## src/rtl/lph_pkg.sv

```systemverilog
// lph_pkg: widths, register indexes, mix constants and mix round functions
// for the landmark pair hash
// no dependencies
package lph_pkg;

    // widths of the fields and the quantised bin
    localparam int FREQ_W   = 24;
    localparam int DELTA_W  = 17;
    localparam int STEP_W   = 16;
    localparam int BIN_W    = 16;
    localparam int HASH_W   = 32;
    // non-negative dividend width (frequency magnitude without sign)
    localparam int NUM_W    = FREQ_W - 1;

    // divider pipeline shape
    localparam int BITS_PER_STAGE = 2;
    localparam int DIV_STAGES     = BIN_W / BITS_PER_STAGE;

    // pipeline stages: input, divider, three mix stages
    localparam int MIX_STAGES = 3;
    localparam int NUM_STAGES = 1 + DIV_STAGES + MIX_STAGES;

    typedef logic [BIN_W-1:0]  t_bin;
    typedef logic [HASH_W-1:0] t_word;
    typedef logic [NUM_W-1:0]  t_num;

    // configuration register indexes
    localparam int CFG_IDX_W = 1;
    typedef logic [CFG_IDX_W-1:0] t_cfg_idx;
    localparam t_cfg_idx REG_FREQ_STEP = 1'b0;
    localparam t_cfg_idx REG_TIME_STEP = 1'b1;

    // reset values of the step registers
    localparam logic [STEP_W-1:0] FREQ_STEP_RST = 16'd160;
    localparam logic [STEP_W-1:0] TIME_STEP_RST = 16'd10;

    // mix constants
    localparam t_word MIX_C0 = 32'h7ed55d16;
    localparam t_word MIX_C1 = 32'hc761c23c;
    localparam t_word MIX_C2 = 32'h165667b1;
    localparam t_word MIX_C3 = 32'hd3a2646c;
    localparam t_word MIX_C4 = 32'hfd7046c5;
    localparam t_word MIX_C5 = 32'hb55a4f09;

    // rounds one and two of the mix
    function automatic t_word mix_r12(input t_word a);
        t_word b;
        t_word c;
        b = (a + MIX_C0) + (a << 12);
        c = (b ^ MIX_C1) ^ (b >> 19);
        return c;
    endfunction

    // rounds three and four of the mix
    function automatic t_word mix_r34(input t_word a);
        t_word b;
        t_word c;
        b = (a + MIX_C2) + (a << 5);
        c = (b + MIX_C3) ^ (b << 9);
        return c;
    endfunction

    // rounds five and six of the mix
    function automatic t_word mix_r56(input t_word a);
        t_word b;
        t_word c;
        b = (a + MIX_C4) + (a << 3);
        c = (b ^ MIX_C5) ^ (b >> 16);
        return c;
    endfunction

endpackage

```

## src/rtl/lph_pair_if.sv

```systemverilog
// lph_pair_if: valid/ready channel carrying one landmark pair word
// depends on lph_pkg for field widths
interface lph_pair_if;
    logic                                 valid;
    logic                                 ready;
    logic signed [lph_pkg::FREQ_W-1:0]    anc_freq;
    logic signed [lph_pkg::FREQ_W-1:0]    tgt_freq;
    logic signed [lph_pkg::DELTA_W-1:0]   delta_ms;

    modport source (output valid, output anc_freq, output tgt_freq,
                    output delta_ms, input ready);
    modport sink   (input valid, input anc_freq, input tgt_freq,
                    input delta_ms, output ready);
endinterface

```

## src/rtl/lph_hash_if.sv

```systemverilog
// lph_hash_if: valid/ready channel carrying one hash word
// depends on lph_pkg for the hash width
interface lph_hash_if;
    logic                  valid;
    logic                  ready;
    lph_pkg::t_word        hash_word;

    modport source (output valid, output hash_word, input ready);
    modport sink   (input valid, input hash_word, output ready);
endinterface

```

## src/rtl/lph_div.sv

```systemverilog
// lph_div: pipelined restoring divider for one lane, saturating the
// quotient at the bin maximum; stage loads are driven by the top level
// depends on lph_pkg
module lph_div (
    input  logic                           i_clk,
    input  logic [lph_pkg::DIV_STAGES:0]   i_adv,
    input  lph_pkg::t_num                  i_num,
    input  logic [lph_pkg::STEP_W-1:0]     i_step,
    output lph_pkg::t_bin                  o_quo
);
    localparam int LAST  = lph_pkg::DIV_STAGES;
    localparam int BW    = lph_pkg::BIN_W;
    localparam int HI_W  = lph_pkg::NUM_W - lph_pkg::BIN_W;

    // partial remainder, dividend bits still to shift in and quotient bits
    logic [BW-1:0] r_rem [0:LAST];
    logic [BW-1:0] r_acc [0:LAST];
    logic          r_sat [0:LAST];

    logic [BW-1:0] n_rem [1:LAST];
    logic [BW-1:0] n_acc [1:LAST];

    logic [BW-1:0] w_rem;
    logic [BW-1:0] w_acc;
    logic [BW:0]   w_try;
    logic [BW:0]   w_div;
    logic [BW-1:0] w_hi;

    assign w_div = {1'b0, i_step};
    assign w_hi  = {{(BW-HI_W){1'b0}}, i_num[lph_pkg::NUM_W-1:BW]};

    // two quotient bits per stage
    always_comb begin
        for (int k = 1; k <= LAST; k++) begin
            w_rem = r_rem[k-1];
            w_acc = r_acc[k-1];
            w_try = '0;
            for (int b = 0; b < lph_pkg::BITS_PER_STAGE; b++) begin
                w_try = {w_rem, w_acc[BW-1]};
                if (w_try >= w_div) begin
                    w_rem = BW'(w_try - w_div);
                    w_acc = {w_acc[BW-2:0], 1'b1};
                end else begin
                    w_rem = w_try[BW-1:0];
                    w_acc = {w_acc[BW-2:0], 1'b0};
                end
            end
            n_rem[k] = w_rem;
            n_acc[k] = w_acc;
        end
    end

    // entry stage: top bits start the remainder, overflow test up front;
    // then the divide stages
    always_ff @(posedge i_clk) begin
        if (i_adv[0]) begin
            r_rem[0] <= w_hi;
            r_acc[0] <= i_num[BW-1:0];
            r_sat[0] <= (w_hi >= i_step);
        end
        for (int k = 1; k <= LAST; k++) begin
            if (i_adv[k]) begin
                r_rem[k] <= n_rem[k];
                r_acc[k] <= n_acc[k];
                r_sat[k] <= r_sat[k-1];
            end
        end
    end

    // saturated quotient
    assign o_quo = r_sat[LAST] ? {BW{1'b1}} : r_acc[LAST];

endmodule

```

## src/rtl/landmark_pair_hash.sv

```systemverilog
// landmark_pair_hash: throughput one word per cycle unless the output stalls;
// a 12-stage pipeline (input, eight divide stages of two quotient bits each,
// three mix stages of two rounds each).
// stages advance independently, so bubbles close up while the output stalls.
// synchronous active-low reset clears stage valids and sets the steps to
// 160 and 10; payload registers are not reset.
module landmark_pair_hash (
    input  logic                          i_clk,
    input  logic                          i_rst_n,
    input  logic                          i_cfg_we,
    input  lph_pkg::t_cfg_idx             i_cfg_idx,
    input  logic [lph_pkg::STEP_W-1:0]    i_cfg_data,
    lph_pair_if.sink                      i_pair,
    lph_hash_if.source                    o_hash
);
    localparam int NS    = lph_pkg::NUM_STAGES;
    localparam int DS    = lph_pkg::DIV_STAGES;
    localparam int BW    = lph_pkg::BIN_W;
    localparam int NW    = lph_pkg::NUM_W;

    // step registers, a zero write acts as one
    logic [lph_pkg::STEP_W-1:0] r_freq_step;
    logic [lph_pkg::STEP_W-1:0] r_time_step;
    logic [lph_pkg::STEP_W-1:0] n_step;

    assign n_step = (i_cfg_data == '0) ? lph_pkg::STEP_W'(1) : i_cfg_data;

    always_ff @(posedge i_clk) begin
        if (!i_rst_n) begin
            r_freq_step <= lph_pkg::FREQ_STEP_RST;
            r_time_step <= lph_pkg::TIME_STEP_RST;
        end else if (i_cfg_we) begin
            case (i_cfg_idx)
                lph_pkg::REG_FREQ_STEP: r_freq_step <= n_step;
                lph_pkg::REG_TIME_STEP: r_time_step <= n_step;
                default: ;
            endcase
        end
    end

    // stage valids and per-stage ready
    logic          r_vld [0:NS-1];
    logic [NS-1:0] w_rdy;

    always_comb begin
        w_rdy[NS-1] = !r_vld[NS-1] || o_hash.ready;
        for (int k = NS-2; k >= 0; k--) begin
            w_rdy[k] = !r_vld[k] || w_rdy[k+1];
        end
    end

    always_ff @(posedge i_clk) begin
        if (!i_rst_n) begin
            for (int k = 0; k < NS; k++) r_vld[k] <= 1'b0;
        end else begin
            if (w_rdy[0]) r_vld[0] <= i_pair.valid;
            for (int k = 1; k < NS; k++) begin
                if (w_rdy[k]) r_vld[k] <= r_vld[k-1];
            end
        end
    end

    assign i_pair.ready = w_rdy[0];

    // negative values give bin 0
    lph_pkg::t_num w_num_a;
    lph_pkg::t_num w_num_t;
    lph_pkg::t_num w_num_d;

    assign w_num_a = i_pair.anc_freq[NW] ? '0 : i_pair.anc_freq[NW-1:0];
    assign w_num_t = i_pair.tgt_freq[NW] ? '0 : i_pair.tgt_freq[NW-1:0];
    assign w_num_d = i_pair.delta_ms[lph_pkg::DELTA_W-1] ? '0 :
                     NW'(i_pair.delta_ms[lph_pkg::DELTA_W-2:0]);

    // three divider lanes
    lph_pkg::t_bin w_quo [0:2];

    lph_div u_div_anchor (
        .i_clk  (i_clk),
        .i_adv  (w_rdy[DS:0]),
        .i_num  (w_num_a),
        .i_step (r_freq_step),
        .o_quo  (w_quo[0])
    );

    lph_div u_div_target (
        .i_clk  (i_clk),
        .i_adv  (w_rdy[DS:0]),
        .i_num  (w_num_t),
        .i_step (r_freq_step),
        .o_quo  (w_quo[1])
    );

    lph_div u_div_delta (
        .i_clk  (i_clk),
        .i_adv  (w_rdy[DS:0]),
        .i_num  (w_num_d),
        .i_step (r_time_step),
        .o_quo  (w_quo[2])
    );

    // mix stages, two rounds each, xor folded into the last
    lph_pkg::t_word r_mix1 [0:2];
    lph_pkg::t_word r_mix2 [0:2];
    lph_pkg::t_word r_hash;

    always_ff @(posedge i_clk) begin
        if (w_rdy[DS+1]) begin
            for (int l = 0; l < 3; l++) begin
                r_mix1[l] <= lph_pkg::mix_r12({{(lph_pkg::HASH_W-BW){1'b0}}, w_quo[l]});
            end
        end
        if (w_rdy[DS+2]) begin
            for (int l = 0; l < 3; l++) begin
                r_mix2[l] <= lph_pkg::mix_r34(r_mix1[l]);
            end
        end
        if (w_rdy[DS+3]) begin
            r_hash <= lph_pkg::mix_r56(r_mix2[0]) ^ lph_pkg::mix_r56(r_mix2[1])
                    ^ lph_pkg::mix_r56(r_mix2[2]);
        end
    end

    assign o_hash.valid     = r_vld[NS-1];
    assign o_hash.hash_word = r_hash;

endmodule

```

## src/flat_wrapper.sv

```systemverilog
// flat-port wrapper written by rule: the top's interface ports become plain ports
module landmark_pair_hash_flat 
  (i_clk, i_rst_n, i_cfg_we, i_cfg_idx, i_cfg_data, i_pair_valid, i_pair_anc_freq, i_pair_tgt_freq, i_pair_delta_ms, i_pair_ready, o_hash_valid, o_hash_hash_word, o_hash_ready);
  lph_pair_if i_pair_i ();
  lph_hash_if o_hash_i ();
  input  logic i_clk;
  input  logic i_rst_n;
  input  logic i_cfg_we;
  input  lph_pkg::t_cfg_idx i_cfg_idx;
  input  logic [lph_pkg::STEP_W-1:0] i_cfg_data;
  input wire logic [$bits(i_pair_i.valid)-1:0] i_pair_valid;
  input wire logic [$bits(i_pair_i.anc_freq)-1:0] i_pair_anc_freq;
  input wire logic [$bits(i_pair_i.tgt_freq)-1:0] i_pair_tgt_freq;
  input wire logic [$bits(i_pair_i.delta_ms)-1:0] i_pair_delta_ms;
  output wire logic [$bits(i_pair_i.ready)-1:0] i_pair_ready;
  output wire logic [$bits(o_hash_i.valid)-1:0] o_hash_valid;
  output wire logic [$bits(o_hash_i.hash_word)-1:0] o_hash_hash_word;
  input wire logic [$bits(o_hash_i.ready)-1:0] o_hash_ready;
  assign i_pair_i.valid = i_pair_valid;
  assign i_pair_i.anc_freq = i_pair_anc_freq;
  assign i_pair_i.tgt_freq = i_pair_tgt_freq;
  assign i_pair_i.delta_ms = i_pair_delta_ms;
  assign i_pair_ready = i_pair_i.ready;
  assign o_hash_valid = o_hash_i.valid;
  assign o_hash_hash_word = o_hash_i.hash_word;
  assign o_hash_i.ready = o_hash_ready;
  landmark_pair_hash u_core (.i_clk(i_clk), .i_rst_n(i_rst_n), .i_cfg_we(i_cfg_we), .i_cfg_idx(i_cfg_idx), .i_cfg_data(i_cfg_data), .i_pair(i_pair_i), .o_hash(o_hash_i));
endmodule
```

## config.mk

```make
export PLATFORM = sky130hd
export DESIGN_NAME = landmark_pair_hash_flat
export DESIGN_NICKNAME = d
export VERILOG_FILES = /design/src/rtl/lph_pkg.sv /design/src/rtl/lph_pair_if.sv /design/src/rtl/lph_hash_if.sv /design/src/rtl/lph_div.sv /design/src/rtl/landmark_pair_hash.sv /design/src/flat_wrapper.sv
export SDC_FILE = /design/constraint.sdc
export NUM_CORES = 2
export LEC_CHECK = 0
export BUFFER_PORTS_ARGS = -buffer_cell sky130_fd_sc_hd__buf_4
export CORE_UTILIZATION = 30
export CTS_CLUSTER_DIAMETER = 100
export CTS_CLUSTER_SIZE = 12
export DETAILED_ROUTE_END_ITERATION = 6
export GPL_TIMING_DRIVEN = 0
export PLACE_DENSITY = 0.57
export SLEW_MARGIN = 20
export SYNTH_ARGS = -nofsm -noshare
export SYNTH_HDL_FRONTEND = slang
export SYNTH_SLANG_ARGS = --single-unit
```

## constraint.sdc

```tcl
create_clock -name i_clk -period 7.9 [get_ports i_clk]
set_input_delay 0.395 -clock i_clk [delete_from_list [all_inputs] [get_ports i_clk]]
set_output_delay 0.395 -clock i_clk [all_outputs]
set_load 0.05 [all_outputs]
```

==> results.yml <==
run_status:
  outcome: "complete, no violations"
setup_path:
  slowest_stage: "a211oi_4"
  crit_family: "compound AO/OA/AOI/OAI gates"
  cp_common_cell: "o21ai_0"
  crit_buf_inv: 3
  path_max_fanout: 29
  r2r_cells: 25
  r2r_slack_ns: 0.47
  worstPathArrival_ns: 7.94
  cp.required_ns: 8.41
  critPathLaunchType: "flip-flop"
  r2r-end: "u_core.u_div_anchor.r_rem[0][61]"
  end_kind: "flip-flop"
  path_class: "flip-flop to flip-flop"
  reg2reg_from: "u_core.r_freq_step[1]"
  cpPeakStageDelay_ns: 0.52
logic_synthesis:
  synth_top_family_by_area: "adder cells"
  syn_inst: 8927
  synth_compound_area_frac: 0.154
  synth_xor_xnor_area_share: 0.0971
  syn_area_mm2: 0.0899
  ys_warn_count: 0
  synth_top_cell_area_share: 0.349
  seq_area_frac_synth: 0.356
  synth_mux_area_frac: 0.0628
  postSynth.asyncResetShare: 0
  synth-edff-count: 1045
  synth_largest_area_cell: "edfxtp_1"
  syn_avg_cell_area_um2: 10.1
  yosys.area_share.simple: 0.118
  synth_area_leaders: "edfxtp_1, ha_1, xnor2_1"
  synthDistinctLibCells: 111
  synth-main-ff-cell: "edfxtp_1"
  yosys.area_share.adder: 0.173
  ys_ff_latch: 1077
  synthesis.nets: 10200
grt:
  antenna_found_initial: 5
  grt_pass1_wl_mm: 364
  grt_pass1_vias: 67100
  grt_use_total: 0.149
  overflow: 0
  grt_max_degree: 70
final_layout:
  finish.utilization: 0.339
  drive_gt1_frac: 0.109
  syn2layout_area_growth_pct: 12.3
  layout_commonest_cell: "ha_1"
  layout_common_cells: "ha_1, edfxtp_1, inv_1, xnor2_1, a21oi_1"
  nNetsFinal: 10600
drt:
  dr.pass1.iters: 5
  wl_met1_mm: 111
  drt_wl_total_mm: 232
  dr_wl_met3_mm: 8.40
  vias: 67400
  top_layer_used: "met5"
  drc_errors: 0
  viasPerCell: 5.07
  dr_wl_met2_mm: 106
  wl_per_cell_um: 17.4
  drtIter0Drc: 4140
  ant_nets: 0
floorplan:
  die_h_um: 549
  die_width_um: 549
  ioPinCount: 121
  die_area_mm2: 0.302
  core.rowCount: 200
  start_util: 0.302
  core_mm2: 0.298
hold_path:
  holdPathStages: 2
  hp-start: "i_pair_anc_freq[23]"
  hp-class: "input pin to flip-flop"
  whs_endpoint: "u_core.u_div_anchor.r_acc[0][15]"
sta:
  skew_ns: 0.0976
  setup_violations: 0
  period_needed_ns: 7.43
  fin_crit_sh: 0.940
  relSlewSlack: 0.243
  hold_viol: 0
  rsz0062_at_grt: "yes"
  clock.fmax_mhz: 135
  finalMaxSlewViolations: 0
  worst_pin_slew_ns: 1.13
clock_tree:
  clkTransAtPathRegs_ns: 0.06
  clkLatencyLatePin_ns: 0.79
  clockRootBuffer: "clkbuf_16"
  cts_tree: "done"
  clock_sinks: 1077
  htree_levels: 3
  numCtsBuffers: 108
  clockBufferDepth: 3
place:
  gp_congestion: 0.882
  portBuffers: 119
  hpwl_mm: 177
flow_run:
  drv_cap: 0
how the worst max path moves through the flow:
stage                                from                               end  cells past startpoint
floorplan           u_core.r_freq_step[1]  u_core.u_div_anchor.r_rem[0][71]                     25
global placement    u_core.r_freq_step[1]  u_core.u_div_anchor.r_rem[0][39]                     25
detailed placement  u_core.r_time_step[2]   u_core.u_div_delta.r_rem[0][77]                     26
CTS                 u_core.r_time_step[3]   u_core.u_div_delta.r_rem[0][72]                     25
global route        u_core.r_freq_step[1]  u_core.u_div_target.r_rem[0][55]                     27
finish              u_core.r_freq_step[1]  u_core.u_div_anchor.r_rem[0][61]                     25
synthesized netlist by cell type, types with 75 or more instances:
cell type / count
ha_1: 1170
edfxtp_1: 1045
inv_1: 794
xnor2_1: 719
a21oi_1: 595
nor2_1: 492
nand2_1: 490
mux2_2: 451
o21ai_0: 410
a21o_1: 273
xor2_1: 265
nor2b_1: 218
nor3_1: 194
nand4_1: 151
nand3_1: 134
o21bai_1: 118
o21a_1: 94
a21boi_0: 85
clkbuf_1: 75
cells by family after synthesis:
logic type | count (synthesis)
simple gates | 2119
compound gates | 2098
fa+ha+maj | 1217
flops | 1077
xor+xnor | 989
buf+inv | 919
mux | 508
through the flow:
step	setup WS [ns]	area (um2)	TNS, ns	instances	hold WS, ns
3_3_place_gp	-2.35	95700	-392.46	13000	0.400
5_1_grt	-0.0147	101000	-0.0147	13300	0.0282
3_5_place_dp	-0.281	96400	-2.05	13000	0.405
6_report	0.472	101000	0	13300	0.0399
2_1_floorplan	0.219	89900	0	8927	0.400
4_1_cts	0.0142	101000	0	13300	0.00479
per-layer routing:
layer | GRT usage | vias to the layer above
li1 | - | 33500
met1 | 0.204 | 32400
met2 | 0.250 | 1301
met3 | 0.0146 | 322
met4 | 0.0393 | 2
met5 | 0 | -
area by class of cell:
| cell class | instances | area [um2] |
|---|---|---|
| antenna | 3 | 7.51 |
| buffer | 121 | 529 |
| clock buffer | 131 | 2850 |
| clock inverter | 21 | 367 |
| fill | 29800 | 197000 |
| inverter | 798 | 3090 |
| multi-input combinational | 6931 | 54500 |
| sequential | 1077 | 32000 |
| tap | 3939 | 4930 |
| timing repair buffer | 268 | 2680 |
state kept, by name, summed over array words and instances (netlist names), 12 cells and up:
signal                     count
u_core.o_hash.hash_word       32
u_core.r_freq_step            16
u_core.r_mix1                 96
u_core.r_mix2                 96
u_core.r_time_step            16
u_core.r_vld                  12
u_core.u_div_anchor.r_acc    144
u_core.u_div_anchor.r_rem    119
u_core.u_div_delta.r_acc     144
u_core.u_div_delta.r_rem     112
u_core.u_div_target.r_acc    144
u_core.u_div_target.r_rem    119
repair_timing:
| item | in CTS | in global routing |
|---|---|---|
| hold buffers | 92 | 0 |
| endpoints found under the setup margin | 10 | 157 |
| resized for setup | 2 | 38 |
| pin swaps | 0 | 5 |
| buffers inserted | 3 | 29 |
| endpoints found under the hold margin | 92 | 0 |
Power is left out: the tool's default activity adds up to more than one toggle a clock period on the data nets, which glitch-free logic cannot reach.
